<file path="src/hw/rtl/pst_pkg.sv">
// ----------------------------------------------------------------------------
// pst_pkg
// Shared widths, payload types, register codes and the arctangent table for
// the point-in-sector test.
// ----------------------------------------------------------------------------
package pst_pkg;

  localparam int COORD_BITS = 24;
  localparam int ANGLE_BITS = 16;

  localparam int DIFF_W  = COORD_BITS + 1;   // centre-relative coordinate
  localparam int DIST_W  = COORD_BITS + 1;   // horizontal distance
  localparam int CIN_W   = COORD_BITS + 2;   // CORDIC operand
  localparam int ROOT_W  = COORD_BITS + 2;   // square root digits
  localparam int SQ_W    = 2 * ROOT_W;       // radicand
  localparam int REM_W   = ROOT_W + 2;
  localparam int CFG_W   = (COORD_BITS + 1 > ANGLE_BITS + 1) ? COORD_BITS + 1
                                                             : ANGLE_BITS + 1;
  localparam int CFG_IDX_W = 3;

  localparam int NORM_W     = 41;            // normalize until bit 40 is set
  localparam int NORM_STEPS = 6;
  localparam int DP_W       = 46;
  localparam int Z_W        = 32;
  localparam int ITER       = 32;

  localparam int CORDIC_LAT = 1 + NORM_STEPS + ITER + 1;
  localparam int SQRT_LAT   = ROOT_W + 2;
  localparam int BACK_LAT   = SQRT_LAT + CORDIC_LAT;

  localparam int FIFO_DEPTH = 4;
  localparam int FIFO_AW    = 2;

  typedef enum logic [CFG_IDX_W-1:0] {
    REG_CENTRE_X   = 3'd0,
    REG_CENTRE_Y   = 3'd1,
    REG_AZIMUTH    = 3'd2,
    REG_BASE_ANGLE = 3'd3,
    REG_ELEV_LOW   = 3'd4,
    REG_ELEV_HIGH  = 3'd5,
    REG_RANGE_NEAR = 3'd6,
    REG_RANGE_FAR  = 3'd7
  } cfg_reg_e;

  typedef struct packed {
    logic signed [COORD_BITS-1:0] point_x;
    logic signed [COORD_BITS-1:0] point_y;
    logic signed [COORD_BITS-1:0] point_h;
  } pst_in_t;

  typedef struct packed {
    logic                  inside_res;
    logic                  bearing_ok;
    logic                  elevation_ok;
    logic                  range_ok;
    logic [DIST_W-1:0]     distance;
    logic [ANGLE_BITS-1:0] bearing;
  } pst_out_t;

  typedef struct packed {
    logic signed [COORD_BITS-1:0] centre_x;
    logic signed [COORD_BITS-1:0] centre_y;
    logic [ANGLE_BITS-1:0]        azimuth;
    logic [ANGLE_BITS:0]          base_angle;
    logic signed [ANGLE_BITS-1:0] elev_low;
    logic signed [ANGLE_BITS-1:0] elev_high;
    logic [DIST_W-1:0]            range_near;
    logic [DIST_W-1:0]            range_far;
  } cfg_t;

  typedef struct packed {
    logic signed [DIFF_W-1:0]     dx;
    logic signed [DIFF_W-1:0]     dy;
    logic signed [COORD_BITS-1:0] h;
  } item_t;

  // round(atan(2^-i) * 2^32 / (2*pi))
  function automatic logic [Z_W-1:0] atan_tab(input logic [4:0] i);
    logic [Z_W-1:0] v;
    case (i)
      5'd0:  v = 32'h20000000;
      5'd1:  v = 32'h12E4051E;
      5'd2:  v = 32'h09FB385B;
      5'd3:  v = 32'h051111D4;
      5'd4:  v = 32'h028B0D43;
      5'd5:  v = 32'h0145D7E1;
      5'd6:  v = 32'h00A2F61E;
      5'd7:  v = 32'h00517C55;
      5'd8:  v = 32'h0028BE53;
      5'd9:  v = 32'h00145F2F;
      5'd10: v = 32'h000A2F98;
      5'd11: v = 32'h000517CC;
      5'd12: v = 32'h00028BE6;
      5'd13: v = 32'h000145F3;
      5'd14: v = 32'h0000A2FA;
      5'd15: v = 32'h0000517D;
      5'd16: v = 32'h000028BE;
      5'd17: v = 32'h0000145F;
      5'd18: v = 32'h00000A30;
      5'd19: v = 32'h00000518;
      5'd20: v = 32'h0000028C;
      5'd21: v = 32'h00000146;
      5'd22: v = 32'h000000A3;
      5'd23: v = 32'h00000051;
      5'd24: v = 32'h00000029;
      5'd25: v = 32'h00000014;
      5'd26: v = 32'h0000000A;
      5'd27: v = 32'h00000005;
      5'd28: v = 32'h00000003;
      5'd29: v = 32'h00000001;
      5'd30: v = 32'h00000001;
      default: v = 32'h00000000;
    endcase
    return v;
  endfunction

endpackage

</file>
<file path="src/hw/rtl/pst_fifo.sv">
// ----------------------------------------------------------------------------
// pst_fifo
// Short queue between the input stage and the compute pipeline.
// ----------------------------------------------------------------------------
module pst_fifo (
  input  logic            clk_i,
  input  logic            rst_ni,
  input  logic            push_i,
  input  pst_pkg::item_t  data_i,
  output logic            full_o,
  input  logic            pop_i,
  output logic            valid_o,
  output pst_pkg::item_t  data_o
);
  import pst_pkg::*;

  item_t              mem_q [FIFO_DEPTH];
  logic [FIFO_AW-1:0] wr_q, rd_q;
  logic [FIFO_AW:0]   cnt_q, cnt_d;
  logic               do_push, do_pop;

  assign full_o  = cnt_q == (FIFO_AW+1)'(FIFO_DEPTH);
  assign valid_o = cnt_q != '0;
  assign do_push = push_i && !full_o;
  assign do_pop  = pop_i && valid_o;
  assign data_o  = mem_q[rd_q];

  always_comb begin
    cnt_d = cnt_q;
    if (do_push && !do_pop) begin
      cnt_d = cnt_q + 1'b1;
    end else if (do_pop && !do_push) begin
      cnt_d = cnt_q - 1'b1;
    end
  end

  always_ff @(posedge clk_i or negedge rst_ni) begin
    if (!rst_ni) begin
      wr_q  <= '0;
      rd_q  <= '0;
      cnt_q <= '0;
    end else begin
      cnt_q <= cnt_d;
      if (do_push) begin
        wr_q <= wr_q + 1'b1;
      end
      if (do_pop) begin
        rd_q <= rd_q + 1'b1;
      end
    end
  end

  always_ff @(posedge clk_i) begin
    if (do_push) begin
      mem_q[wr_q] <= data_i;
    end
  end

endmodule

</file>
<file path="config.mk">
export PLATFORM = sky130hd
export DESIGN_NAME = pst_fifo
export DESIGN_NICKNAME = d
export VERILOG_FILES = /design/src/hw/rtl/pst_pkg.sv /design/src/hw/rtl/pst_fifo.sv
export SDC_FILE = /design/constraint.sdc
export NUM_CORES = 1
export LEC_CHECK = 0
export BUFFER_PORTS_ARGS = -buffer_cell sky130_fd_sc_hd__buf_4
export CAP_MARGIN = 10
export CORE_ASPECT_RATIO = 1.5
export CORE_MARGIN = 4
export CORE_UTILIZATION = 57
export DETAILED_ROUTE_END_ITERATION = 6
export MAX_ROUTING_LAYER = met4
export PLACE_DENSITY = 0.91
export SYNTH_ARGS = -nofsm -noshare
export SYNTH_HDL_FRONTEND = slang
export SYNTH_SLANG_ARGS = --single-unit
export TNS_END_PERCENT = 5
</file>
<file path="constraint.sdc">
create_clock -name clk_i -period 4.1 [get_ports clk_i]
set_clock_uncertainty 0.15 [all_clocks]
set_input_delay 0.205 -clock clk_i [delete_from_list [all_inputs] [get_ports clk_i]]
set_output_delay 0.205 -clock clk_i [all_outputs]
set_load 0.005 [all_outputs]
</file>
== Word-level counts from Yosys, hierarchy flattened ==
Memories as Yosys holds them, arrays and structs flattened.
Index checks and enable logic that the tools add are counted.

* Add/sub/neg operators: 4
* Equal/unequal tests: 1
* Multiplexer cells: 4
* Reductions and logical operators: 9

{| class="wikitable"
|+ Operators by type and width
! kind !! number
|-
| 2-to-1 mux 3 bit || 2
|-
| adder 2 x 1 -> 2 bit, second input constant || 2
|-
| logical AND 1 bit || 4
|-
| adder 3 x 1 -> 3 bit, second input constant || 1
|-
| equality test 3 bit, second input constant || 1
|-
| zero test 1 bit || 3
|-
| nonzero test 3 bit || 1
|-
| subtractor 3 x 1 -> 3 bit, second input constant || 1
|-
| 2-to-1 mux 1 bit || 2
|-
| nonzero test 2 bit || 1
|}

* Bits in registers: 7
* Bits in writable memories: 296
* Output and inout bits: 76
* Word-level logic and storage cells: 22
* Memories kept: 1

{| class="wikitable"
|+ Memory list
! memory !! depth !! width !! read ports !! clocked after memory_dff !! write ports !! line !! RTL
|-
| mem_q || 4 || 74 || 1 || 0 || 1 || pst_fifo.sv:17 || <nowiki>item_t mem_q [FIFO_DEPTH];</nowiki>
|}

== Logic depth before layout (Yosys ltp) ==
Gate-level depths: netlist (run 1).

* Depth after elaboration: 7
* Gate-level depth with buffers: 9
* Mapped depth without buffers: 8

== Worst setup path after synthesis (run 1) ==
OpenSTA, ideal clock, no wires.

* Kind: reg-to-reg
* Start: reg cnt_q[2]
* End: mem mem_q[0][0] (netlist name) (enable)
* Setup time: 0.440 ns
* Arrival: 2.541 ns
* Required time: 3.510 ns
* Slack: 0.969 ns
* Stages on the path, launching flop included: 5
* Path buffers: 1
* Path through: dfrtp_1 nor3b_2 nor2b_1 buf_2 and2_1

* Cells in the longest elaborated chain, start to end: 5

{| class="wikitable"
|+ Ends and longest elaborated chain
! what !! line !! RTL
|-
| from (decl) || pst_fifo.sv:19 || <nowiki>logic [FIFO_AW:0] cnt_q, cnt_d;</nowiki>
|-
| from (signal assigned) || pst_fifo.sv:43 || <nowiki>cnt_q <= cnt_d;</nowiki>
|-
| equality test 3 bit || pst_fifo.sv:22 || <nowiki>assign full_o = cnt_q == (FIFO_AW+1)'(FIFO_DEPTH);</nowiki>
|-
| via full_o || pst_fifo.sv:10 || <nowiki>output logic full_o,</nowiki>
|-
| zero test 1 bit || pst_fifo.sv:24 || <nowiki>assign do_push = push_i && !full_o;</nowiki>
|-
| logical AND 1 bit || pst_fifo.sv:24 ||
|-
| via do_push || pst_fifo.sv:20 || <nowiki>logic do_push, do_pop;</nowiki>
|-
| 2-to-1 mux 1 bit || pst_fifo.sv:54 || <nowiki>if (do_push) begin</nowiki>
|-
| 2-to-1 mux 1 bit (not written as such) || pst_fifo.sv:55 || <nowiki>mem_q[wr_q] <= data_i;</nowiki>
|-
| to (decl) || pst_fifo.sv:17 ||
|}

The timed path passes the listed nets, and every way through them passes these cells.

==> impl_metrics.json, run 1 <==
{
  "die_x_um": 122.1,
  "rsz0062_at_grt": "false",
  "place_congestion": 0.7164,
  "grt_pass1_wl_mm": 33.26,
  "worstPathMaxFanout": 40,
  "drc": 0,
  "clk_pin_slew_ps": 60,
  "syn_nets": 506,
  "grt_pass1_vias": 5709,
  "worst_ep_required_time_ps": 3740,
  "root_buffer": "clkbuf_16",
  "worstPathArrival_ps": 2690,
  "row_count": 62,
  "ios": 154,
  "dp_hpwl_mm": 12.09,
  "synth_top_area_share": 0.7980,
  "maxCapViolCount": 0,
  "wl_per_cell_um": 23.18,
  "yosysUniqueCellTypes": 21,
  "antenna_found_initial": 3,
  "syn_inst": 422,
  "switching_share": 0.2670,
  "fin_area_um2": 14060,
  "intPower_mw": 6.979,
  "layout.nets": 749,
  "synth_area_leaders": "edfxtp_1 (80%), mux4_2 (15%), dfrtp_1 (1.6%)",
  "syn_area_per_cell_um2": 26.39,
  "final.setup.tns_ps": 0,
  "antenna_left": 0,
  "power_switching_mw": 2.542,
  "core-area_um2": 19160,
  "syn_to_final_growth_pct": 26.21,
  "yosys_warnings": 0,
  "place_area_um2": 12470,
  "cts_tree": "yes",
  "setup_viol": 0,
  "clk-insertion-delay-late_ps": 510,
  "clkSinkCount": 303,
  "first_iter_violations": 403,
  "fin_crit_sh": 0.7432,
  "synth_seq_cells": 303,
  "slew_viol_final": 0,
  "grt_max_degree": 76,
  "pwr-share-comb": 0.278,
  "die_area_um2": 21890,
  "grt_remaining_overflow": 0,
  "via_per_inst": 5.527,
  "worst_pin_slew_ps": 1125,
  "slew_headroom": 0.2499,
  "grtUsageTotal": 0.2113,
  "yosys.area.top_type": "edfxtp_1",
  "pwr-share-clk": 0.245,
  "numCtsBuffers": 26,
  "hold_violations": 0,
  "syn_area_um2": 11140,
  "fmax_mhz": 328.2,
  "layout_commonest_cell": "edfxtp_1",
  "worstSetupPathType": "flop to output pin",
  "wl_mm": 21.83,
  "drive_gt1_frac": 0.3997,
  "critical_path.startpoint": "rd_q[0]",
  "cp-end-kind": "output pin",
  "ys_seq_area_frac": 0.8137,
  "hold_path.class": "input pin to flop",
  "clockBufferDepth": 3,
  "powerDensity_nw_per_um2": 677.3,
  "dr.pass1.iters": 5,
  "irDropWorstVdd_v": 0.0007640,
  "post_cts_buffers": 0,
  "p_leak_nw": 4.843,
  "min-delay-start": "push_i",
  "layout_common_cells": "edfxtp_1 (296), buf_4 (156), dlygate4sd3_1 (77), mux4_2 (74), clkbuf_16 (27)",
  "cts_max_level": 1,
  "run_status": "complete, no violations",
  "vias": 5206,
  "rr_startpoint": "cnt_q[2]",
  "p_total_mw": 9.521,
  "startpoint_type": "flop",
  "io_buffers": 153,
  "min_period_ps": 3047,
  "pwr-share-seq": 0.478,
  "fp.dieH_um": 179.2,
  "start_util": 0.5813
}
[critical path, stage by stage, from the launching register on]
cell and delay [ps]:
dfrtp_4 950, buf_4 460, mux4_2 590, buf_4 160
[final timing paths]
path | to | slack [ps] | depth (start not counted)
max in group asynchronous | rd_q[1] | 3020 | 3
worst max register to register | mem_q[1][26] | 1510 | 3
worst min-delay path | wr_q[0] | 60 | 3
min in group asynchronous | cnt_q[0] | 490 | 3
worst min register to register | cnt_q[2] | 340 | 1
worst max-delay path | data_o[39] | 1050 | 3
[logic make-up (layout without fill, tap and decap cells)]
kind of cell | count (synthesis) | in the layout | synth area share
flip-flops | 303 | 303 | 0.8137
multiplexers | 76 | 76 | 0.1517
buffers and inverters | 21 | 282 | 0.01685
AND/OR/NAND/NOR | 10 | 10 | 0.005616
adder cells (fa/ha/maj) | 6 | 6 | 0.007414
XOR/XNOR | 6 | 6 | 0.004718
other | 0 | 3 | 0
[per-layer routing]
metal / part of all wire / GRT usage / vias to the layer above
met1: 0.35 / 0.2514 / 2715
met4: 0.027 / 0.06539 / 0
met3: 0.043 / 0.02778 / 39
li1: - / - / 2291
met5: 0 / - / -
met2: 0.58 / 0.3775 / 161
[final cells by class]
type	count	area (um^2)
flip-flops and latches	303	9071
well taps	256	320.3
clock inverters	12	106.4
repair buffers	233	1942
inverters	3	11.26
multi-input cells	98	1897
diodes	3	7.507
clock buffers	34	701.9
fillers	1037	5104
[synth_stat cells, drive strengths merged]
library cell / n
edfxtp: 296
mux4: 74
buf: 16
dfrtp: 7
ha: 5
and2: 4
xnor2: 4
inv: 3
clkbuf: 2
mux2: 2
xor2: 2
fa: 1
nand2: 1
nand3: 1
nor2: 1
nor2b: 1
nor3b: 1
or3: 1
[power by group through the flow]
stage	clock network (mW)	logic, mW	registers [mW]
after global placement	0	2.52	4.55
after detailed placement	0	2.59	4.62
after global routing	2.51	2.82	4.63
final	2.33	2.64	4.55
after floorplan	0	1.73	4.29
after CTS	2.38	2.67	4.56
[stage by stage]
step | std cells | utilization | setup WS, ps | hold slack, ps
after CTS | 939 | 0.7333 | 968.6 | 33.15
after detailed placement | 816 | 0.6508 | 1505 | -127.6
after global placement | 816 | 0.6508 | 1602 | -129.3
after global routing | 942 | 0.7336 | 859.9 | 75.20
after floorplan | 422 | - | 968.5 | -240.6
final | 942 | 0.7336 | 1053 | 55.09
[registers in the layout, summed over array words and instances (netlist names)]
signal / flops
mem_q: 296
cnt_q: 3
wr_q: 2
rd_q: 2
[what timing repair did]
item,CTS,global route
endpoints found under the hold margin,305,0
gates resized for setup,0,0
hold buffers,77,0
(Power assumes the default switching activity.)
==> run 2: changes to the inputs <==
--- a/config.mk
+++ b/config.mk
@@ -5,14 +5,15 @@
 export SDC_FILE = /design/constraint.sdc
 export NUM_CORES = 1
 export LEC_CHECK = 0
+export ABC_AREA = 1
 export BUFFER_PORTS_ARGS = -buffer_cell sky130_fd_sc_hd__buf_4
 export CAP_MARGIN = 10
 export CORE_ASPECT_RATIO = 1.5
 export CORE_MARGIN = 4
-export CORE_UTILIZATION = 57
+export CORE_UTILIZATION = 52
 export DETAILED_ROUTE_END_ITERATION = 6
 export MAX_ROUTING_LAYER = met4
-export PLACE_DENSITY = 0.91
+export PLACE_DENSITY = 0.88
 export SYNTH_ARGS = -nofsm -noshare
 export SYNTH_HDL_FRONTEND = slang
 export SYNTH_SLANG_ARGS = --single-unit
==> constraint.sdc (replaced) <==
create_clock -name clk_i -period 2.8 [get_ports clk_i]
set_clock_uncertainty 0.15 [all_clocks]
set_input_delay 0.14 -clock clk_i [delete_from_list [all_inputs] [get_ports clk_i]]
set_output_delay 0.14 -clock clk_i [all_outputs]
set_load 0.005 [all_outputs]
==> run 2 against run 1 <==
Flip-flop and latch count is the same. Sequential share of layout area shrank 5.6 points. Total power grew 65%. Setup slack lost 730 ps. Clock power grew 73%. Sequential power grew 36%. First-iteration DRC count shrank 15%. Core utilization shrank 6.4 points. Die area grew 18%. Global-route usage shrank 0.44 points. Area after synthesis grew 8.6%. Via count grew 48%. Critical path type unchanged. Largest cell class unchanged.
==> impl_metrics.json, run 2 <==
{
  "n_fill_cell": 1510,
  "powerDensity_nw_per_um2": 1021,
  "cts_max_level": 1,
  "run_status": "complete, no violations",
  "top_register": "mem_q",
  "synth_ff_type": "edfxtp_1",
  "drc": 0,
  "maxCapViolCount": 0,
  "clk_pin_slew_ps": 70,
  "antenna_left": 0,
  "layoutNonFillerInstCount": 1451,
  "yosys_warnings": 0,
  "synth_edf_count": 296,
  "vias": 7705,
  "ios": 154,
  "post_cts_buffers": 0,
  "grt_pass1_wl_mm": 40.99,
  "rrSetupSlack_ps": 450,
  "row_count": 68,
  "worst_ep_required_time_ps": 2510,
  "fin_util": 0.6692,
  "first_iter_violations": 344,
  "dr.pass1.iters": 5,
  "place_congestion": 0.7892,
  "worstSetupPathType": "flop to output pin",
  "ys_seq_area_frac": 0.7492,
  "wl_mm": 26.19,
  "cp-end-kind": "output pin",
  "yosysUniqueCellTypes": 18,
  "clockBufferDepth": 3,
  "synth_common_cells": "edfxtp_1 (296), nand2_1 (239), inv_1 (164)",
  "critical_path.startpoint": "rd_q[0]",
  "largest_reg_flops": 296,
  "worstPathMaxFanout": 50,
  "irDropWorstVdd_v": 0.0007647,
  "hold_violations": 0,
  "reg_top3": "mem_q: 296 flops, cnt_q: 3 flops",
  "dp.cells": 1325,
  "synthArstFlopShare": 0.02310,
  "numCtsBuffers": 27,
  "grt_remaining_overflow": 0,
  "layout_commonest_cell": "edfxtp_1",
  "dp_hpwl_mm": 14.94,
  "worst_pin_slew_ps": 464.2,
  "fmax_mhz": 404.1,
  "slew_viol_final": 0,
  "startpoint_type": "flop",
  "hold_path.class": "input pin to flop",
  "antenna_found_initial": 1,
  "yosysMostFrequentCell": "edfxtp_1",
  "wl_per_cell_um": 18.05,
  "p_total_mw": 15.69,
  "synth_area_leaders": "edfxtp_1 (73%), o211ai_1 (9.2%), nand2_1 (7.4%)",
  "p_leak_nw": 6.242,
  "core-area_um2": 22970,
  "min_period_ps": 2475,
  "rsz0062_at_grt": "false",
  "setup_viol": 0,
  "die_area_um2": 25820,
  "via_per_inst": 5.310,
  "clkSinkCount": 303,
  "layout.nets": 1236,
  "grt_pass1_vias": 7996,
  "start_util": 0.5266,
  "slew_headroom": 0.6905,
  "fin_area_um2": 15370,
  "io_buffers": 153,
  "place_area_um2": 13610,
  "cts_tree": "yes",
  "worstPathArrival_ps": 2180,
  "synth_seq_cells": 303,
  "syn_area_um2": 12100,
  "syn_to_final_growth_pct": 27.07,
  "drive_gt1_frac": 0.1872,
  "clk-insertion-delay-late_ps": 510,
  "layout_common_cells": "edfxtp_1 (296), nand2_1 (239), inv_1 (163), buf_4 (162), o211ai_1 (148)",
  "syn_area_per_cell_um2": 13.11,
  "syn_inst": 923,
  "fp.dieH_um": 194.8,
  "fin_crit_sh": 0.8838,
  "grt_max_degree": 76,
  "min-delay-start": "data_i[26]",
  "yosys.area.top_type": "edfxtp_1",
  "synth_top_area_share": 0.7347,
  "grtUsageTotal": 0.2068,
  "root_buffer": "clkbuf_16",
  "rr_startpoint": "cnt_q[0]",
  "die_x_um": 132.5,
  "syn_nets": 1007
}
-- run 2: cell types whose count changed in the layout (fill, tap and decap cells not counted), moves of 6 or more --
| cell | delta |
|---|---|
| buf_4 | +6 |
| inv_1 | +160 |
| mux4_2 | -74 |
| bufinv_16 | +6 |
| buf_12 | +8 |
| o211ai_1 | +148 |
| nand2_1 | +238 |
| nand3_1 | +6 |
-- run 2: report_power, final --
part           internal, mW  switching [mW]  total (mW)
sequential             5.96           0.240        6.20
clock                  2.50            1.52        4.02
combinational          2.21            3.26        5.47
total                  10.7            5.03        15.7
-- run 2: stage by stage --
step                      TNS [ps]  hold WS [ps]  setup WS [ps]
after detailed placement         0        -191.2          519.0
after CTS                        0         188.4          320.8
after floorplan            -145260        -305.6         -490.7
after global routing             0         192.5          174.6
final                            0         204.8          325.3
after global placement           0        -190.7          603.6
-- run 2: layout make-up --
cell class              instances  area [um^2]  share of cell area
flip-flops and latches        303         9065              0.5897
well taps                     280        350.3             0.02279
diodes                          1        2.502           0.0001628
clock inverters                18        296.5             0.01929
multi-input cells             407         2191              0.1425
clock buffers                  29        683.2             0.04444
repair buffers                248         2157              0.1403
inverters                     165        626.9             0.04078
-- run 2: cell families (layout without fill, tap and decap cells) --
group	Yosys count	count (layout)	share of synthesized area
AO/OA/AOI/OAI	149	149	0.09225
other	0	1	0
buffers and inverters	213	460	0.07219
adder cells (fa/ha/maj)	6	6	0.006826
flip-flops	303	303	0.7492
AND/OR/NAND/NOR	251	251	0.07881
XOR/XNOR	1	1	0.0007241
-- run 2: critical path, cell delays in order (launching register included) --
cell and delay (ps):
dfrtp_1 450, inv_8 250, buf_4 420, nand2_1 140
o211ai_1 140, nand2_1 80, buf_4 130
-- run 2: repair_timing --
action / CTS / global route
endpoints found under the setup margin: 0 / 0
resized for setup: 0 / 0
endpoints found under the hold margin: 308 / 0
hold buffers: 78 / 0
-- run 2: worst paths after layout --
path                                      to  cells past startpoint
worst max register to register      cnt_q[1]                      9
worst max-delay path              data_o[40]                      6
worst min-delay path            mem_q[1][26]                      2
max in group asynchronous            rd_q[1]                      3
worst min register to register      cnt_q[2]                      2
min in group asynchronous            wr_q[1]                      3
-- run 2: metal layers --
metal / vias up / track usage / share of wire
li1: 3669 / - / -
met1: 3703 / 0.2184 / 0.35
met2: 251 / 0.3844 / 0.56
met3: 82 / 0.02201 / 0.042
met4: 0 / 0.09553 / 0.044
met5: - / - / 0
