<file path="config.mk">
export PLATFORM = sky130hd
export DESIGN_NAME = pst_front
export DESIGN_NICKNAME = d
export VERILOG_FILES = /design/src/hw/rtl/pst_pkg.sv /design/src/hw/rtl/pst_front.sv
export SDC_FILE = /design/constraint.sdc
export NUM_CORES = 1
export LEC_CHECK = 0
export BUFFER_PORTS_ARGS = -buffer_cell sky130_fd_sc_hd__buf_2
export CORE_ASPECT_RATIO = 0.6
export CORE_MARGIN = 2
export CORE_UTILIZATION = 30
export DETAILED_ROUTE_END_ITERATION = 6
export GPL_ROUTABILITY_DRIVEN = 0
export PLACE_DENSITY = 0.63
export SYNTH_ARGS = -nofsm -noshare
export SYNTH_HDL_FRONTEND = slang
export SYNTH_SLANG_ARGS = --single-unit
export TNS_END_PERCENT = 5
</file>
<file path="constraint.sdc">
create_clock -name clk_i -period 4.5 [get_ports clk_i]
set_input_delay 0.9 -clock clk_i [delete_from_list [all_inputs] [get_ports clk_i]]
set_output_delay 0.9 -clock clk_i [all_outputs]
set_load 0.01 [all_outputs]
</file>
<file path="src/hw/rtl/pst_pkg.sv">
// ----------------------------------------------------------------------------
// pst_pkg
// Shared widths, payload types, register codes and the arctangent table for
// the point-in-sector test.
// ----------------------------------------------------------------------------
package pst_pkg;

  localparam int COORD_BITS = 24;
  localparam int ANGLE_BITS = 16;

  localparam int DIFF_W  = COORD_BITS + 1;   // centre-relative coordinate
  localparam int DIST_W  = COORD_BITS + 1;   // horizontal distance
  localparam int CIN_W   = COORD_BITS + 2;   // CORDIC operand
  localparam int ROOT_W  = COORD_BITS + 2;   // square root digits
  localparam int SQ_W    = 2 * ROOT_W;       // radicand
  localparam int REM_W   = ROOT_W + 2;
  localparam int CFG_W   = (COORD_BITS + 1 > ANGLE_BITS + 1) ? COORD_BITS + 1
                                                             : ANGLE_BITS + 1;
  localparam int CFG_IDX_W = 3;

  localparam int NORM_W     = 41;            // normalize until bit 40 is set
  localparam int NORM_STEPS = 6;
  localparam int DP_W       = 46;
  localparam int Z_W        = 32;
  localparam int ITER       = 32;

  localparam int CORDIC_LAT = 1 + NORM_STEPS + ITER + 1;
  localparam int SQRT_LAT   = ROOT_W + 2;
  localparam int BACK_LAT   = SQRT_LAT + CORDIC_LAT;

  localparam int FIFO_DEPTH = 4;
  localparam int FIFO_AW    = 2;

  typedef enum logic [CFG_IDX_W-1:0] {
    REG_CENTRE_X   = 3'd0,
    REG_CENTRE_Y   = 3'd1,
    REG_AZIMUTH    = 3'd2,
    REG_BASE_ANGLE = 3'd3,
    REG_ELEV_LOW   = 3'd4,
    REG_ELEV_HIGH  = 3'd5,
    REG_RANGE_NEAR = 3'd6,
    REG_RANGE_FAR  = 3'd7
  } cfg_reg_e;

  typedef struct packed {
    logic signed [COORD_BITS-1:0] point_x;
    logic signed [COORD_BITS-1:0] point_y;
    logic signed [COORD_BITS-1:0] point_h;
  } pst_in_t;

  typedef struct packed {
    logic                  inside_res;
    logic                  bearing_ok;
    logic                  elevation_ok;
    logic                  range_ok;
    logic [DIST_W-1:0]     distance;
    logic [ANGLE_BITS-1:0] bearing;
  } pst_out_t;

  typedef struct packed {
    logic signed [COORD_BITS-1:0] centre_x;
    logic signed [COORD_BITS-1:0] centre_y;
    logic [ANGLE_BITS-1:0]        azimuth;
    logic [ANGLE_BITS:0]          base_angle;
    logic signed [ANGLE_BITS-1:0] elev_low;
    logic signed [ANGLE_BITS-1:0] elev_high;
    logic [DIST_W-1:0]            range_near;
    logic [DIST_W-1:0]            range_far;
  } cfg_t;

  typedef struct packed {
    logic signed [DIFF_W-1:0]     dx;
    logic signed [DIFF_W-1:0]     dy;
    logic signed [COORD_BITS-1:0] h;
  } item_t;

  // round(atan(2^-i) * 2^32 / (2*pi))
  function automatic logic [Z_W-1:0] atan_tab(input logic [4:0] i);
    logic [Z_W-1:0] v;
    case (i)
      5'd0:  v = 32'h20000000;
      5'd1:  v = 32'h12E4051E;
      5'd2:  v = 32'h09FB385B;
      5'd3:  v = 32'h051111D4;
      5'd4:  v = 32'h028B0D43;
      5'd5:  v = 32'h0145D7E1;
      5'd6:  v = 32'h00A2F61E;
      5'd7:  v = 32'h00517C55;
      5'd8:  v = 32'h0028BE53;
      5'd9:  v = 32'h00145F2F;
      5'd10: v = 32'h000A2F98;
      5'd11: v = 32'h000517CC;
      5'd12: v = 32'h00028BE6;
      5'd13: v = 32'h000145F3;
      5'd14: v = 32'h0000A2FA;
      5'd15: v = 32'h0000517D;
      5'd16: v = 32'h000028BE;
      5'd17: v = 32'h0000145F;
      5'd18: v = 32'h00000A30;
      5'd19: v = 32'h00000518;
      5'd20: v = 32'h0000028C;
      5'd21: v = 32'h00000146;
      5'd22: v = 32'h000000A3;
      5'd23: v = 32'h00000051;
      5'd24: v = 32'h00000029;
      5'd25: v = 32'h00000014;
      5'd26: v = 32'h0000000A;
      5'd27: v = 32'h00000005;
      5'd28: v = 32'h00000003;
      5'd29: v = 32'h00000001;
      5'd30: v = 32'h00000001;
      default: v = 32'h00000000;
    endcase
    return v;
  endfunction

endpackage

</file>
<file path="src/hw/rtl/pst_front.sv">
// ----------------------------------------------------------------------------
// pst_front
// Input stage: takes a point and forms its offset from the sector centre.
// ----------------------------------------------------------------------------
module pst_front (
  input  logic                                clk_i,
  input  logic                                rst_ni,
  input  logic                                in_valid_i,
  output logic                                in_stall_o,
  input  pst_pkg::pst_in_t                    in_data_i,
  input  logic signed [pst_pkg::COORD_BITS-1:0] centre_x_i,
  input  logic signed [pst_pkg::COORD_BITS-1:0] centre_y_i,
  input  logic                                full_i,
  output logic                                push_o,
  output pst_pkg::item_t                      push_data_o
);
  import pst_pkg::*;

  logic   valid_q, valid_d;
  item_t  item_q;
  logic   accept;

  assign in_stall_o = valid_q && full_i;
  assign accept     = in_valid_i && !in_stall_o;
  assign push_o     = valid_q && !full_i;

  always_comb begin
    valid_d = valid_q;
    if (accept) begin
      valid_d = 1'b1;
    end else if (push_o) begin
      valid_d = 1'b0;
    end
  end

  always_ff @(posedge clk_i or negedge rst_ni) begin
    if (!rst_ni) begin
      valid_q <= 1'b0;
    end else begin
      valid_q <= valid_d;
    end
  end

  always_ff @(posedge clk_i) begin
    if (accept) begin
      item_q.dx <= DIFF_W'(in_data_i.point_x) - DIFF_W'(centre_x_i);
      item_q.dy <= DIFF_W'(in_data_i.point_y) - DIFF_W'(centre_y_i);
      item_q.h  <= in_data_i.point_h;
    end
  end

  assign push_data_o = item_q;

endmodule

</file>
Yosys cells after proc, flatten, opt, wreduce, memory -nomap -nowiden
Index checks and enable logic that the tools add are counted.
{"block": "word_totals", "ff_bits": 75, "inputBits": 124}
{"block": "classes", "addsub": 2, "mux": 2, "n_reduce_logical": 6}
{"cell": "$sub A24 B24 Y25", "n": 2}
{"cell": "$logic_and A1 B1 Y1", "n": 3}
{"cell": "$logic_not A1 Y1", "n": 2}
{"cell": "$mux W1", "n": 2}
{"cell": "$reduce_bool A2 Y1", "n": 1}

Depth between registers and ports, before layout
Gate-level depths: netlist (run 1).
{"block": "depth", "word_depth": 4, "mapped_depth": 10, "depth_no_buf": 9}

Worst setup path before layout (run 1)
No wires, ideal clock.
{"block": "synth_path", "path_kind": "input to register", "start": "input full_i", "end": "register item_q, in the netlist push_data_o[0], enable pin", "setup_time_ns": 0.515, "arrival_ns": 4.396, "required_ns": 3.985, "path_slack_ns": -0.411, "path_stages": 2, "cell_sequence": "and2_1 nor2b_1"}
{"block": "synth_via", "elab_chain_len": 3}
{"element": "start: declaration", "line": "pst_front.sv:13", "rtl": "input logic full_i,"}
{"element": "$logic_and A1 B1 Y1", "line": "pst_front.sv:23", "rtl": "assign in_stall_o = valid_q && full_i;"}
{"element": "$logic_not A1 Y1", "line": "pst_front.sv:24", "rtl": "assign accept = in_valid_i && !in_stall_o;"}
{"element": "$logic_and A1 B1 Y1", "line": "pst_front.sv:24"}
{"element": "net accept", "line": "pst_front.sv:21", "rtl": "logic accept;"}
{"element": "end: declaration", "line": "pst_front.sv:20", "rtl": "item_t item_q;"}
The timed path passes the listed nets, and every way through them passes these cells.
A chain may end at the register's enable or synchronous reset.

Worst setup path in the final report (run 1)
{"block": "layout_path", "start": "input in_data_i[48] in the netlist's numbering", "end": "register item_q, in the netlist push_data_o[73] (data pin)"}
{"block": "layout_via", "elab_chain_len": 1}
{"element": "start: declaration", "line": "pst_front.sv:10", "rtl": "input pst_pkg::pst_in_t in_data_i,"}
{"element": "$sub A24 B24 Y25", "line": "pst_front.sv:46", "rtl": "item_q.dx <= DIFF_W'(in_data_i.point_x) - DIFF_W'(centre_x_i);"}
No other way between the ends.

==> results of run 1 <==
[worst min-delay path by stage]
stage / startpoint / end / slack [ps] / cells after the start
2_1_floorplan: rst_ni / valid_q / 600 / 0
3_3_place_gp: valid_q / valid_q / 670 / 2
3_5_place_dp: valid_q / valid_q / 660 / 2
4_1_cts: rst_ni / valid_q / 310 / 1
5_1_grt: rst_ni / valid_q / 310 / 1
6_report: rst_ni / valid_q / 330 / 1
[cells by family (layout without fill, tap and decap cells)]
| family | after synthesis | count (layout) | synth area share [%] |
|---|---|---|---|
| xor gates and xnor gates | 34 | 34 | 5.82 |
| buffers and inverters | 75 | 282 | 5.77 |
| muxes | 3 | 3 | 0.587 |
| DFF | 75 | 75 | 43.9 |
| adders and majority gates | 50 | 50 | 12.5 |
| AOI/OAI and AO/OA | 134 | 134 | 17.7 |
| and+or+nand+nor | 137 | 137 | 13.6 |
[placed cells by master (no fill, tap or decap), drive strengths merged, types with 3 or more instances in the layout]
cell type / Yosys / layout
o211ai: 7 / 7
inv: 66 / 70
xor2: 8 / 8
edfxtp: 74 / 74
and2: 3 / 3
nand4: 5 / 5
a21oi: 50 / 50
nor4: 3 / 3
nand2: 36 / 36
mux2i: 3 / 3
nand3b: 5 / 5
nor3: 6 / 6
buf: 7 / 200
nand2b: 13 / 13
xnor2: 26 / 26
ha: 48 / 48
a211oi: 4 / 4
or2: 3 / 3
o21ai: 22 / 22
o31ai: 4 / 4
nor2: 32 / 32
nand3: 13 / 13
a21o: 11 / 11
a311oi: 4 / 4
a221o: 3 / 3
clkbuf: 2 / 9
a221oi: 4 / 4
nor2b: 9 / 9
nor3b: 4 / 4
a31oi: 6 / 6
[critical path: cells and delay by family]
family          cells  cell delay (ps)
simple gates        1              170
buf+inv             2              100
compound gates      5             1160
fa+ha+maj           2              650
[metal layers]
metal	vias to the layer above	routed length (microns)	part of all wire (%)	global-route usage, %
li1	2247	-	-	-
met1	2051	6960	52	22.1
met2	140	5630	42	21.5
met3	4	860	6.4	3.42
met4	0	68	0.50	3.30
met5	-	0	0	0
[power by group]
part	total, uW	internal, uW	switching [uW]
clock network	752	438	314
logic	591	253	338
registers	877	862	15.5
total	2220	1550	668
[sequential cells by signal (all words and copies together), names as in the netlist]
register and count:
push_data_o 74, valid_q 1
[metrics by stage]
step	cell area (sq um)	utilization (%)	total power, uW
2_1_floorplan	5120	-	1280
3_3_place_gp	6370	38.8	1480
3_5_place_dp	6370	38.8	1480
4_1_cts	6680	40.6	2250
5_1_grt	6680	40.6	2350
6_report	6680	40.6	2220
[area by class of cell]
| type | count | area (sq um) |
|---|---|---|
| Clock buffer | 9 | 225 |
| Clock inverter | 7 | 80.1 |
| Fill cell | 1625 | 9760 |
| Inverter | 66 | 248 |
| Multi-Input combinational cell | 358 | 2580 |
| Sequential cell | 75 | 2250 |
| Tap cell | 228 | 285 |
| Timing Repair Buffer | 200 | 1020 |
==> metrics.csv, run 1 <==
stage,metric,value,unit
yosys,syn nets,682,
die,die outline width,173,microns
grt,initial antenna violation count,0,
cells_and_area,Non-Filler Instances,943,
worst_setup_path,Worst setup EP type,flip-flop,
yosys,ys async rst share,1.33,%
yosys,Syn Area/Cell,10.1,sq um
die,Rows,36,
sta,Slew HR,44.5,%
drt,Detail Route Antenna Nets,0,
worst_setup_path,critical-path cell list,"buf_2, inv_1, ha_1, fa_1, nand2b_1, a21oi_1, o21ai_1, a21oi_2, a41oi_2, o31a_1",
worst_setup_path,crit path to,push_data_o[73],
grt,pin count of the biggest net entering global routing,46,
clock_tree,Clock Tree Buf Depth,2,
sta,setup TNS,0,ps
cells_and_area,nets@finish,884,
drt,WL/cell,14.3,microns
worst_setup_path,startpoint types,primary input,
drt,# DRC,0,
yosys,sequential area share after synthesis,43.9,%
flow_run,max-cap violation count,0,
sta,Final min period,2910,ps
sta,final hold violations,0,
worst_setup_path,Worst Path Arrival,2990,ps
sta,final worst path period share,64.6,%
drt,via count,4442,
clock_tree,Clock Tree Root,clkbuf_16,
worst_setup_path,crit-path max FO,4,
placement,Setup WS pre-CTS,1240,ps
yosys,"Warnings, synthesis",0,
pwr,Leakage Power,0.00310,uW
die,I/O pin count,200,
worst_setup_path,worst path required time,4580,ps
grt,first-pass GRT wire length,21.7,mm
cells_and_area,share of cells above drive strength 1,32.0,%
sta,skew final,6.96,ps
die,starting density of the core,31.1,%
worst_setup_path,slowest CP cell,fa_1,
clock_tree,CTS tree,yes,
worst_setup_path,FF-to-FF End,push_data_o[59],
sta,Final WS setup,1590,ps
min_path,Hold Crit Class,primary input to asynchronous set/reset pin,
worst_setup_path,R2R depth,3,
worst_setup_path,Critical R2R Launch,valid_q,
clock_tree,post-cts sizing count,0,
drt,TritonRoute pass-1 iters,4,
yosys,post-synth top area share,43.5,%
die,die area,18100,sq um
drt,routed wire length,13.5,mm
grt,vias in the first global route,4203,
clock_tree,Post-CTS Setup Bufs,0,
yosys,mapped cell area,5110,sq um
sta,Slew @ Worst Pin,831,ps
worst_setup_path,critical setup path kind,primary input to flip-flop,
clock_tree,H-tree level count,3,
drt,initial drt markers,308,
die,die height,105,microns
clock_tree,Inserted Clock Buffers,9,
cells_and_area,Area Overhead vs Synth,30.6,%
placement,dpl hpwl,10.8,mm
grt,GR Overflow Total,0,
placement,dpl cells,927,
clock_tree,clk slew on worst S/H paths,60,ps
yosys,Synth top cells by count,"edfxtp_1, inv_1, ha_1",
clock_tree,Clock Latency Late Sink,340,ps
yosys,largest area contributor in the netlist,edfxtp_1,
sta,max-slew violations,0,
die,Core ar.,16400,sq um
pwr,P per Cell Area,332,nW/um^2
clock_tree,CTS Hold Bufs,0,
yosys,Post-synth EDFFs,74,
grt,GR Util All Layers,14.8,%
worst_setup_path,delay of the slowest critical-path stage,410,ps
worst_setup_path,CP startpoint,in_data_i[48],
yosys,cell count after synthesis,508,
pwr,VDD IR max,148,uV
yosys,Seq cells post-synth,75,
cells_and_area,antenna cells,0,
clock_tree,CTS sink count,75,
sta,RSZ-0062 raised after global routing,false,
yosys,most frequent cell after synthesis,edfxtp_1,
placement,number of port buffers,199,
sta,worst hold slack,330,ps
sta,max frequency,0.344,GHz
yosys,top post-synthesis cells by area,"edfxtp_1, ha_1, inv_1",
worst_setup_path,flop2flop setup slack,2580,ps
sta,endpoints failing setup,0,
yosys,Yosys cell types,58,
drt,post-DR vias/cell,4.71,
outcome,status,"finished, final reports clean",
yosys,top_reg_cell synth,edfxtp_1,
No activity file was read; power rests on OpenSTA's default activity.
==> run 2: changes to the inputs <==
--- a/config.mk
+++ b/config.mk
@@ -5,13 +5,14 @@
 export SDC_FILE = /design/constraint.sdc
 export NUM_CORES = 1
 export LEC_CHECK = 0
+export ABC_AREA = 1
 export BUFFER_PORTS_ARGS = -buffer_cell sky130_fd_sc_hd__buf_2
 export CORE_ASPECT_RATIO = 0.6
 export CORE_MARGIN = 2
 export CORE_UTILIZATION = 30
 export DETAILED_ROUTE_END_ITERATION = 6
 export GPL_ROUTABILITY_DRIVEN = 0
-export PLACE_DENSITY = 0.63
+export PLACE_DENSITY = 0.59
 export SYNTH_ARGS = -nofsm -noshare
 export SYNTH_HDL_FRONTEND = slang
 export SYNTH_SLANG_ARGS = --single-unit
==> constraint.sdc (replaced) <==
create_clock -name clk_i -period 2.95 [get_ports clk_i]
set_input_delay 0.59 -clock clk_i [delete_from_list [all_inputs] [get_ports clk_i]]
set_output_delay 0.59 -clock clk_i [all_outputs]
set_load 0.01 [all_outputs]
==> metrics.csv, run 2 <==
stage,metric,value,unit,change
outcome,status,"finished, final reports clean",,unchanged
pwr,P per Cell Area,455,nW/um^2,was 332 nW/um^2
worst_setup_path,Worst setup EP type,flip-flop,,unchanged
die,die height,114,microns,was 105 microns
yosys,top_reg_cell synth,edfxtp_1,,unchanged
die,starting density of the core,30.6,%,was 31.1%
min_path,Hold Crit Class,primary input to flip-flop,,was primary input to asynchronous set/reset pin
clock_tree,Clock Tree Root,clkbuf_16,,unchanged
yosys,Yosys cell types,19,,was 58
yosys,post-synth top area share,36.4,%,was 43.5%
worst_setup_path,Worst Path Arrival,2160,ps,was 2990 ps
yosys,Post-synth EDFFs,74,,unchanged
yosys,mapped cell area,6100,sq um,was 5110 sq um
placement,number of port buffers,199,,unchanged
worst_setup_path,crit-path max FO,3,,was 4
worst_setup_path,critical setup path kind,primary input to flip-flop,,unchanged
clock_tree,Post-CTS Setup Bufs,0,,unchanged
drt,post-DR vias/cell,4.41,,was 4.71
min_path,Hold Crit Start,in_data_i[3],,
yosys,"Warnings, synthesis",0,,unchanged
sta,max-slew violations,0,,unchanged
sta,final worst path period share,69.6,%,
die,Core ar.,20000,sq um,was 16400 sq um
drt,routed wire length,19.5,mm,was 13.5 mm
sta,max frequency,0.487,GHz,
sta,setup TNS,0,ps,unchanged
cells_and_area,antenna cells,0,,unchanged
yosys,Seq cells post-synth,75,,unchanged
die,die outline width,188,microns,was 173 microns
sta,Slew HR,76.1,%,was 44.5%
cells_and_area,most frequent cells in the layout,"nand2_1, inv_1, buf_2",,"was buf_2, edfxtp_1, inv_1"
grt,vias in the first global route,5183,,was 4203
yosys,most frequent cell after synthesis,nand2_1,,was edfxtp_1
cells_and_area,Area Overhead vs Synth,27.5,%,was 30.6%
drt,# DRC,0,,unchanged
grt,GR Overflow Total,0,,unchanged
worst_setup_path,flop2flop setup slack,1620,ps,was 2580 ps
yosys,Synth top cells by count,"nand2_1, inv_1, edfxtp_1",,"was edfxtp_1, inv_1, ha_1"
yosys,ys async rst share,1.33,%,unchanged
sta,worst hold slack,418,ps,was 330 ps
pwr,VDD IR max,256,uV,was 148 uV
pwr,Leakage Power,0.00448,uW,was 0.00310 uW
grt,GRT met1 Usage,30.7,%,was 22.1%
clock_tree,H-tree level count,3,,unchanged
sta,RSZ-0062 raised after global routing,false,,unchanged
die,Rows,40,,was 36
placement,dpl hpwl,16.6,mm,was 10.8 mm
worst_setup_path,Critical R2R Launch,valid_q,,unchanged
yosys,Syn Area/Cell,6.86,sq um,was 10.1 sq um
grt,GR Util All Layers,18.2,%,was 14.8%
cells_and_area,max reg flops,74,,unchanged
grt,pin count of the biggest net entering global routing,52,,was 46
cells_and_area,final core occ,38.9,%,was 40.6%
clock_tree,clk slew on worst S/H paths,70,ps,was 60 ps
yosys,top post-synthesis cells by area,"edfxtp_1, nand2_1, inv_1",,"was edfxtp_1, ha_1, inv_1"
sta,Slew @ Worst Pin,358,ps,was 831 ps
worst_setup_path,worst path required time,3050,ps,was 4580 ps
clock_tree,CTS sink count,75,,unchanged
yosys,cell count after synthesis,890,,was 508
flow_run,max-cap violation count,0,,unchanged
yosys,sequential area share after synthesis,36.8,%,was 43.9%
cells_and_area,nets@finish,1277,,was 884
grt,initial antenna violation count,0,,unchanged
grt,routing usage on met2,21.0,%,was 21.5%
drt,via count,6094,,was 4442
grt,GR met3 Demand/Resource,5.73,%,was 3.42%
sta,endpoints failing setup,0,,unchanged
drt,WL/cell,14.1,microns,was 14.3 microns
grt,gr busiest metal,met1,,unchanged
drt,Detail Route Antenna Nets,0,,unchanged
die,die area,21500,sq um,was 18100 sq um
drt,initial drt markers,630,,was 308
clock_tree,Inserted Clock Buffers,9,,unchanged
clock_tree,CTS tree,yes,,unchanged
sta,skew final,16.1,ps,was 6.96 ps
worst_setup_path,startpoint types,primary input,,unchanged
worst_setup_path,CP startpoint,in_data_i[24],,was in_data_i[48]
cells_and_area,"commonest non-fill, non-tap cell in the layout",nand2_1,,was buf_2
yosys,syn nets,1064,,was 682
die,I/O pin count,200,,unchanged
cells_and_area,fillers,2144,,was 1625
clock_tree,Clock Latency Late Sink,360,ps,was 340 ps
sta,final hold violations,0,,unchanged
yosys,largest area contributor in the netlist,edfxtp_1,,unchanged
clock_tree,Clock Tree Buf Depth,2,,unchanged
sta,Final min period,2050,ps,
cells_and_area,share of cells above drive strength 1,21.8,%,was 32.0%
grt,first-pass GRT wire length,29.4,mm,was 21.7 mm
drt,TritonRoute pass-1 iters,5,,was 4
run 2: path summary, 6_finish.rpt:
path	end	depth (start not counted)
worst max register to register	push_data_o[39]	4
worst max-delay path	push_data_o[44]	11
worst min register to register	valid_q	2
min in group asynchronous	valid_q	2
worst min-delay path	push_data_o[3]	1
max in group asynchronous	valid_q	2
run 2: cell families after synthesis:
kind of cell	after synthesis	synth area share, %
compound gates	26	2.13
xor+xnor	26	3.73
flops	75	36.8
simple gates	482	32.6
buf+inv	231	14.2
fa+ha+maj	50	10.5
run 2: area by class of cell:
cell class	instances	area, sq um	area share [%]
Multi-Input combinational cell	584	3000	38.5
Sequential cell	75	2250	28.9
Timing Repair Buffer	202	1030	13.3
Inverter	231	867	11.1
Tap cell	273	342	4.39
Clock buffer	9	225	2.90
Clock inverter	7	67.6	0.869
run 2: what timing repair did:
| item | in CTS | in global routing |
|---|---|---|
| hold buffers | 1 | 0 |
| endpoints found under the hold margin | 1 | 0 |
| resized for setup | 0 | 0 |
run 2: routing by layer:
layer	part of all wire, %	vias up
li1	-	3117
met1	55	2731
met2	34	235
met3	10	11
met4	0.67	0
met5	0	-
run 2: critical path: stages:
cell and delay (ps):
buf_2 70, inv_1 30, ha_1 210, fa_1 490, inv_1 150, nand2_1 70, nand2_1 90, and2_1 170
nand3b_1 120, nand4_1 110, nand2_1 50
run 2: per-stage QoR:
| stage | total power [uW] | instance area, sq um | setup slack, ps | std cells |
|---|---|---|---|---|
| final | 3540 | 7780 | 897 | 1381 |
| after global routing | 3760 | 7780 | 781 | 1381 |
| after CTS | 3570 | 7780 | 963 | 1381 |
| after detailed placement | 2420 | 7470 | 587 | 1364 |
| after global placement | 2410 | 7470 | 614 | 1364 |
| after floorplan | 2010 | 6110 | 684 | 890 |
run 2: power breakdown:
part           total, uW  internal [uW]  leakage (uW)  switching [uW]
combinational       1080            381       0.00362             697
clock               1130            596      0.000142             531
sequential          1330           1310      0.000717            24.5
total               3540           2290       0.00448            1250
==> run 3: changes to the inputs <==
--- a/config.mk
+++ b/config.mk
@@ -12,7 +12,7 @@
 export CORE_UTILIZATION = 30
 export DETAILED_ROUTE_END_ITERATION = 6
 export GPL_ROUTABILITY_DRIVEN = 0
-export PLACE_DENSITY = 0.59
+export PLACE_DENSITY = 0.61
 export SYNTH_ARGS = -nofsm -noshare
 export SYNTH_HDL_FRONTEND = slang
 export SYNTH_SLANG_ARGS = --single-unit
==> constraint.sdc (replaced) <==
create_clock -name clk_i -period 1.7 [get_ports clk_i]
set_input_delay 0.34 -clock clk_i [delete_from_list [all_inputs] [get_ports clk_i]]
set_output_delay 0.34 -clock clk_i [all_outputs]
set_load 0.01 [all_outputs]
==> metrics.csv, run 3 (synthesized netlist as in run 2, its figures left out) <==
stage,metric,value,unit,change
sta,Slew HR,79.8,%,was 76.1%
worst_setup_path,critical setup path kind,primary input to flip-flop,,unchanged
drt,initial drt markers,612,,was 630
sta,max frequency,0.621,GHz,
pwr,Leakage Power,0.00490,uW,was 0.00448 uW
clock_tree,Clock Tree Root,clkbuf_16,,unchanged
cells_and_area,most frequent cells in the layout,"nand2_1, inv_1, buf_2",,unchanged
min_path,Hold Crit Class,primary input to flip-flop,,unchanged
die,I/O pin count,200,,unchanged
cells_and_area,Multi-input gate area,3050,sq um,was 3000 sq um
grt,initial antenna violation count,0,,unchanged
clock_tree,H-tree level count,3,,unchanged
pwr,VDD IR max,483,uV,was 256 uV
die,die outline width,188,microns,unchanged
sta,final worst path period share,94.7,%,
grt,first-pass GRT wire length,29.8,mm,was 29.4 mm
drt,routed wire length,20.0,mm,was 19.5 mm
sta,endpoints failing setup,0,,unchanged
pwr,Clock Power Share,30.4,%,was 31.8%
grt,pin count of the biggest net entering global routing,39,,was 52
worst_setup_path,kind of cell adding the most delay to the critical path,simple AND/OR/NAND/NOR gates,,was adder cells
placement,Placement Cell Area,8130,sq um,was 7470 sq um
die,Core ar.,20000,sq um,unchanged
drt,via count,6359,,was 6094
worst_setup_path,Most common cell on crit path,nand2_1,,unchanged
placement,dpl hpwl,16.8,mm,was 16.6 mm
cells_and_area,post-route cell area,8490,sq um,was 7780 sq um
drt,post-DR vias/cell,4.33,,was 4.41
worst_setup_path,Worst Path Arrival,1700,ps,was 2160 ps
grt,vias in the first global route,5535,,was 5183
pwr,switch share,34.7,%,was 35.4%
drt,TritonRoute pass-1 iters,5,,unchanged
clock_tree,Clock Tree Buf Depth,2,,unchanged
min_path,Hold Crit Start,in_data_i[8],,was in_data_i[3]
clock_tree,Inserted Clock Buffers,9,,unchanged
cells_and_area,"commonest non-fill, non-tap cell in the layout",nand2_1,,unchanged
clock_tree,Clock Latency Late Sink,350,ps,was 360 ps
die,die area,21500,sq um,unchanged
cells_and_area,antenna cells,0,,unchanged
sta,Slew @ Worst Pin,303,ps,was 358 ps
cells_and_area,final core occ,42.5,%,was 38.9%
cells_and_area,nets@finish,1364,,was 1277
sta,final hold violations,0,,unchanged
sta,skew final,7.34,ps,was 16.1 ps
drt,Detail Route Antenna Nets,0,,unchanged
sta,Final min period,1610,ps,
cells_and_area,fillers,2066,,was 2144
worst_setup_path,startpoint types,primary input,,unchanged
worst_setup_path,Critical R2R Launch,valid_q,,unchanged
drt,# DRC,0,,unchanged
clock_tree,CTS sink count,75,,unchanged
outcome,status,"finished, final reports clean",,unchanged
die,Rows,40,,unchanged
worst_setup_path,delay of the slowest critical-path stage,400,ps,was 490 ps
pwr,P per Cell Area,759,nW/um^2,was 455 nW/um^2
pwr,Pint,4210,uW,was 2290 uW
worst_setup_path,flop2flop setup slack,410,ps,was 1620 ps
worst_setup_path,worst path required time,1790,ps,was 3050 ps
pwr,sw power,2230,uW,was 1250 uW
worst_setup_path,critical-path cell list,"buf_2, ha_1, nand2_1, inv_1, a21oi_1, nand2_2, nand2_1, nand2_1, xor2_1",,"was buf_2, inv_1, ha_1, fa_1, inv_1, nand2_1, nand2_1, and2_1, nand3b_1, nand4_1, nand2_1"
clock_tree,CTS tree,yes,,unchanged
placement,number of port buffers,199,,unchanged
worst_setup_path,Crit path buffers/inverters,2,,was 3
grt,GR Overflow Total,0,,unchanged
sta,max-slew violations,0,,unchanged
worst_setup_path,CP startpoint,in_data_i[29],,was in_data_i[24]
cells_and_area,Area Overhead vs Synth,39.2,%,was 27.5%
drt,WL/cell,13.6,microns,was 14.1 microns
die,starting density of the core,30.6,%,unchanged
worst_setup_path,Worst setup EP type,flip-flop,,unchanged
cells_and_area,max reg flops,74,,unchanged
worst_setup_path,slowest CP cell,ha_1,,was fa_1
flow_run,max-cap violation count,0,,unchanged
die,die height,114,microns,unchanged
worst_setup_path,crit-path max FO,4,,was 3
grt,GR Util All Layers,18.3,%,was 18.2%
pwr,Comb pwr share,33.6,%,was 30.5%
cells_and_area,share of cells above drive strength 1,29.0,%,was 21.8%
cells_and_area,FF+latch area,2250,sq um,unchanged
pwr,Flop pwr share,36.0,%,was 37.7%
clock_tree,clk slew on worst S/H paths,70,ps,about the same
run 3: cell count changes in the layout (fill, tap and decap cells not counted), moves of 2 or more:
cell and change:
inv_2 +3, ha_1 -5, ha_2 +4, buf_4 +86
fa_1 -2, inv_1 -3, nand2_1 -5, fa_2 +2
nand2_2 +5
run 3: worst paths after layout:
check / endpoint / depth (start not counted)
worst max-delay path: push_data_o[39] / 9
worst min-delay path: push_data_o[8] / 1
worst max register to register: push_data_o[62] / 4
worst min register to register: valid_q / 2
max in group asynchronous: valid_q / 2
min in group asynchronous: valid_q / 2
run 3: metrics by stage:
step                cells  setup slack, ps  power, uW  TNS (ps)  hold WS (ps)
finish               1468             89.9       6440         0           168
CTS                  1467             37.0       6510         0           148
global route         1468            -13.4       6830     -13.4           148
detailed placement   1450             -383       4470    -10790           116
floorplan             890             -327       3480    -24630          44.4
global placement     1450             -334       4450     -9820           116
run 3: power by group through the flow:
stage                     Combinational, uW  Sequential, uW  Clock, uW
after global placement                 2090            2360          0
after floorplan                        1040            2450          0
after detailed placement               2110            2360          0
after global routing                   2400            2340       2090
after CTS                              2130            2320       2060
final                                  2160            2320       1960
run 3: area by class of cell:
type | instances | share of cell area [%]
inverters | 231 | 10.2
multi-input cells | 584 | 35.9
repair buffers | 289 | 20.0
clock buffers | 9 | 2.65
clock inverters | 7 | 0.766
well taps | 273 | 4.02
flip-flops and latches | 75 | 26.5
run 3: routing by layer:
| metal | track usage, % | share of wire (%) | vias up |
|---|---|---|---|
| met3 | 4.75 | 9.4 | 10 |
| met2 | 22.2 | 35 | 220 |
| met5 | 0 | 0 | - |
| li1 | - | - | 3281 |
| met1 | 30.6 | 55 | 2848 |
| met4 | 3.46 | 0.78 | 0 |
run 3: timing repair:
item	4_1_cts	5_1_grt
gates resized for setup	1	15
endpoints found under the setup margin	1	20
hold buffers	1	0
buffers inserted	0	1
pin swaps	0	5
endpoints found under the hold margin	1	0
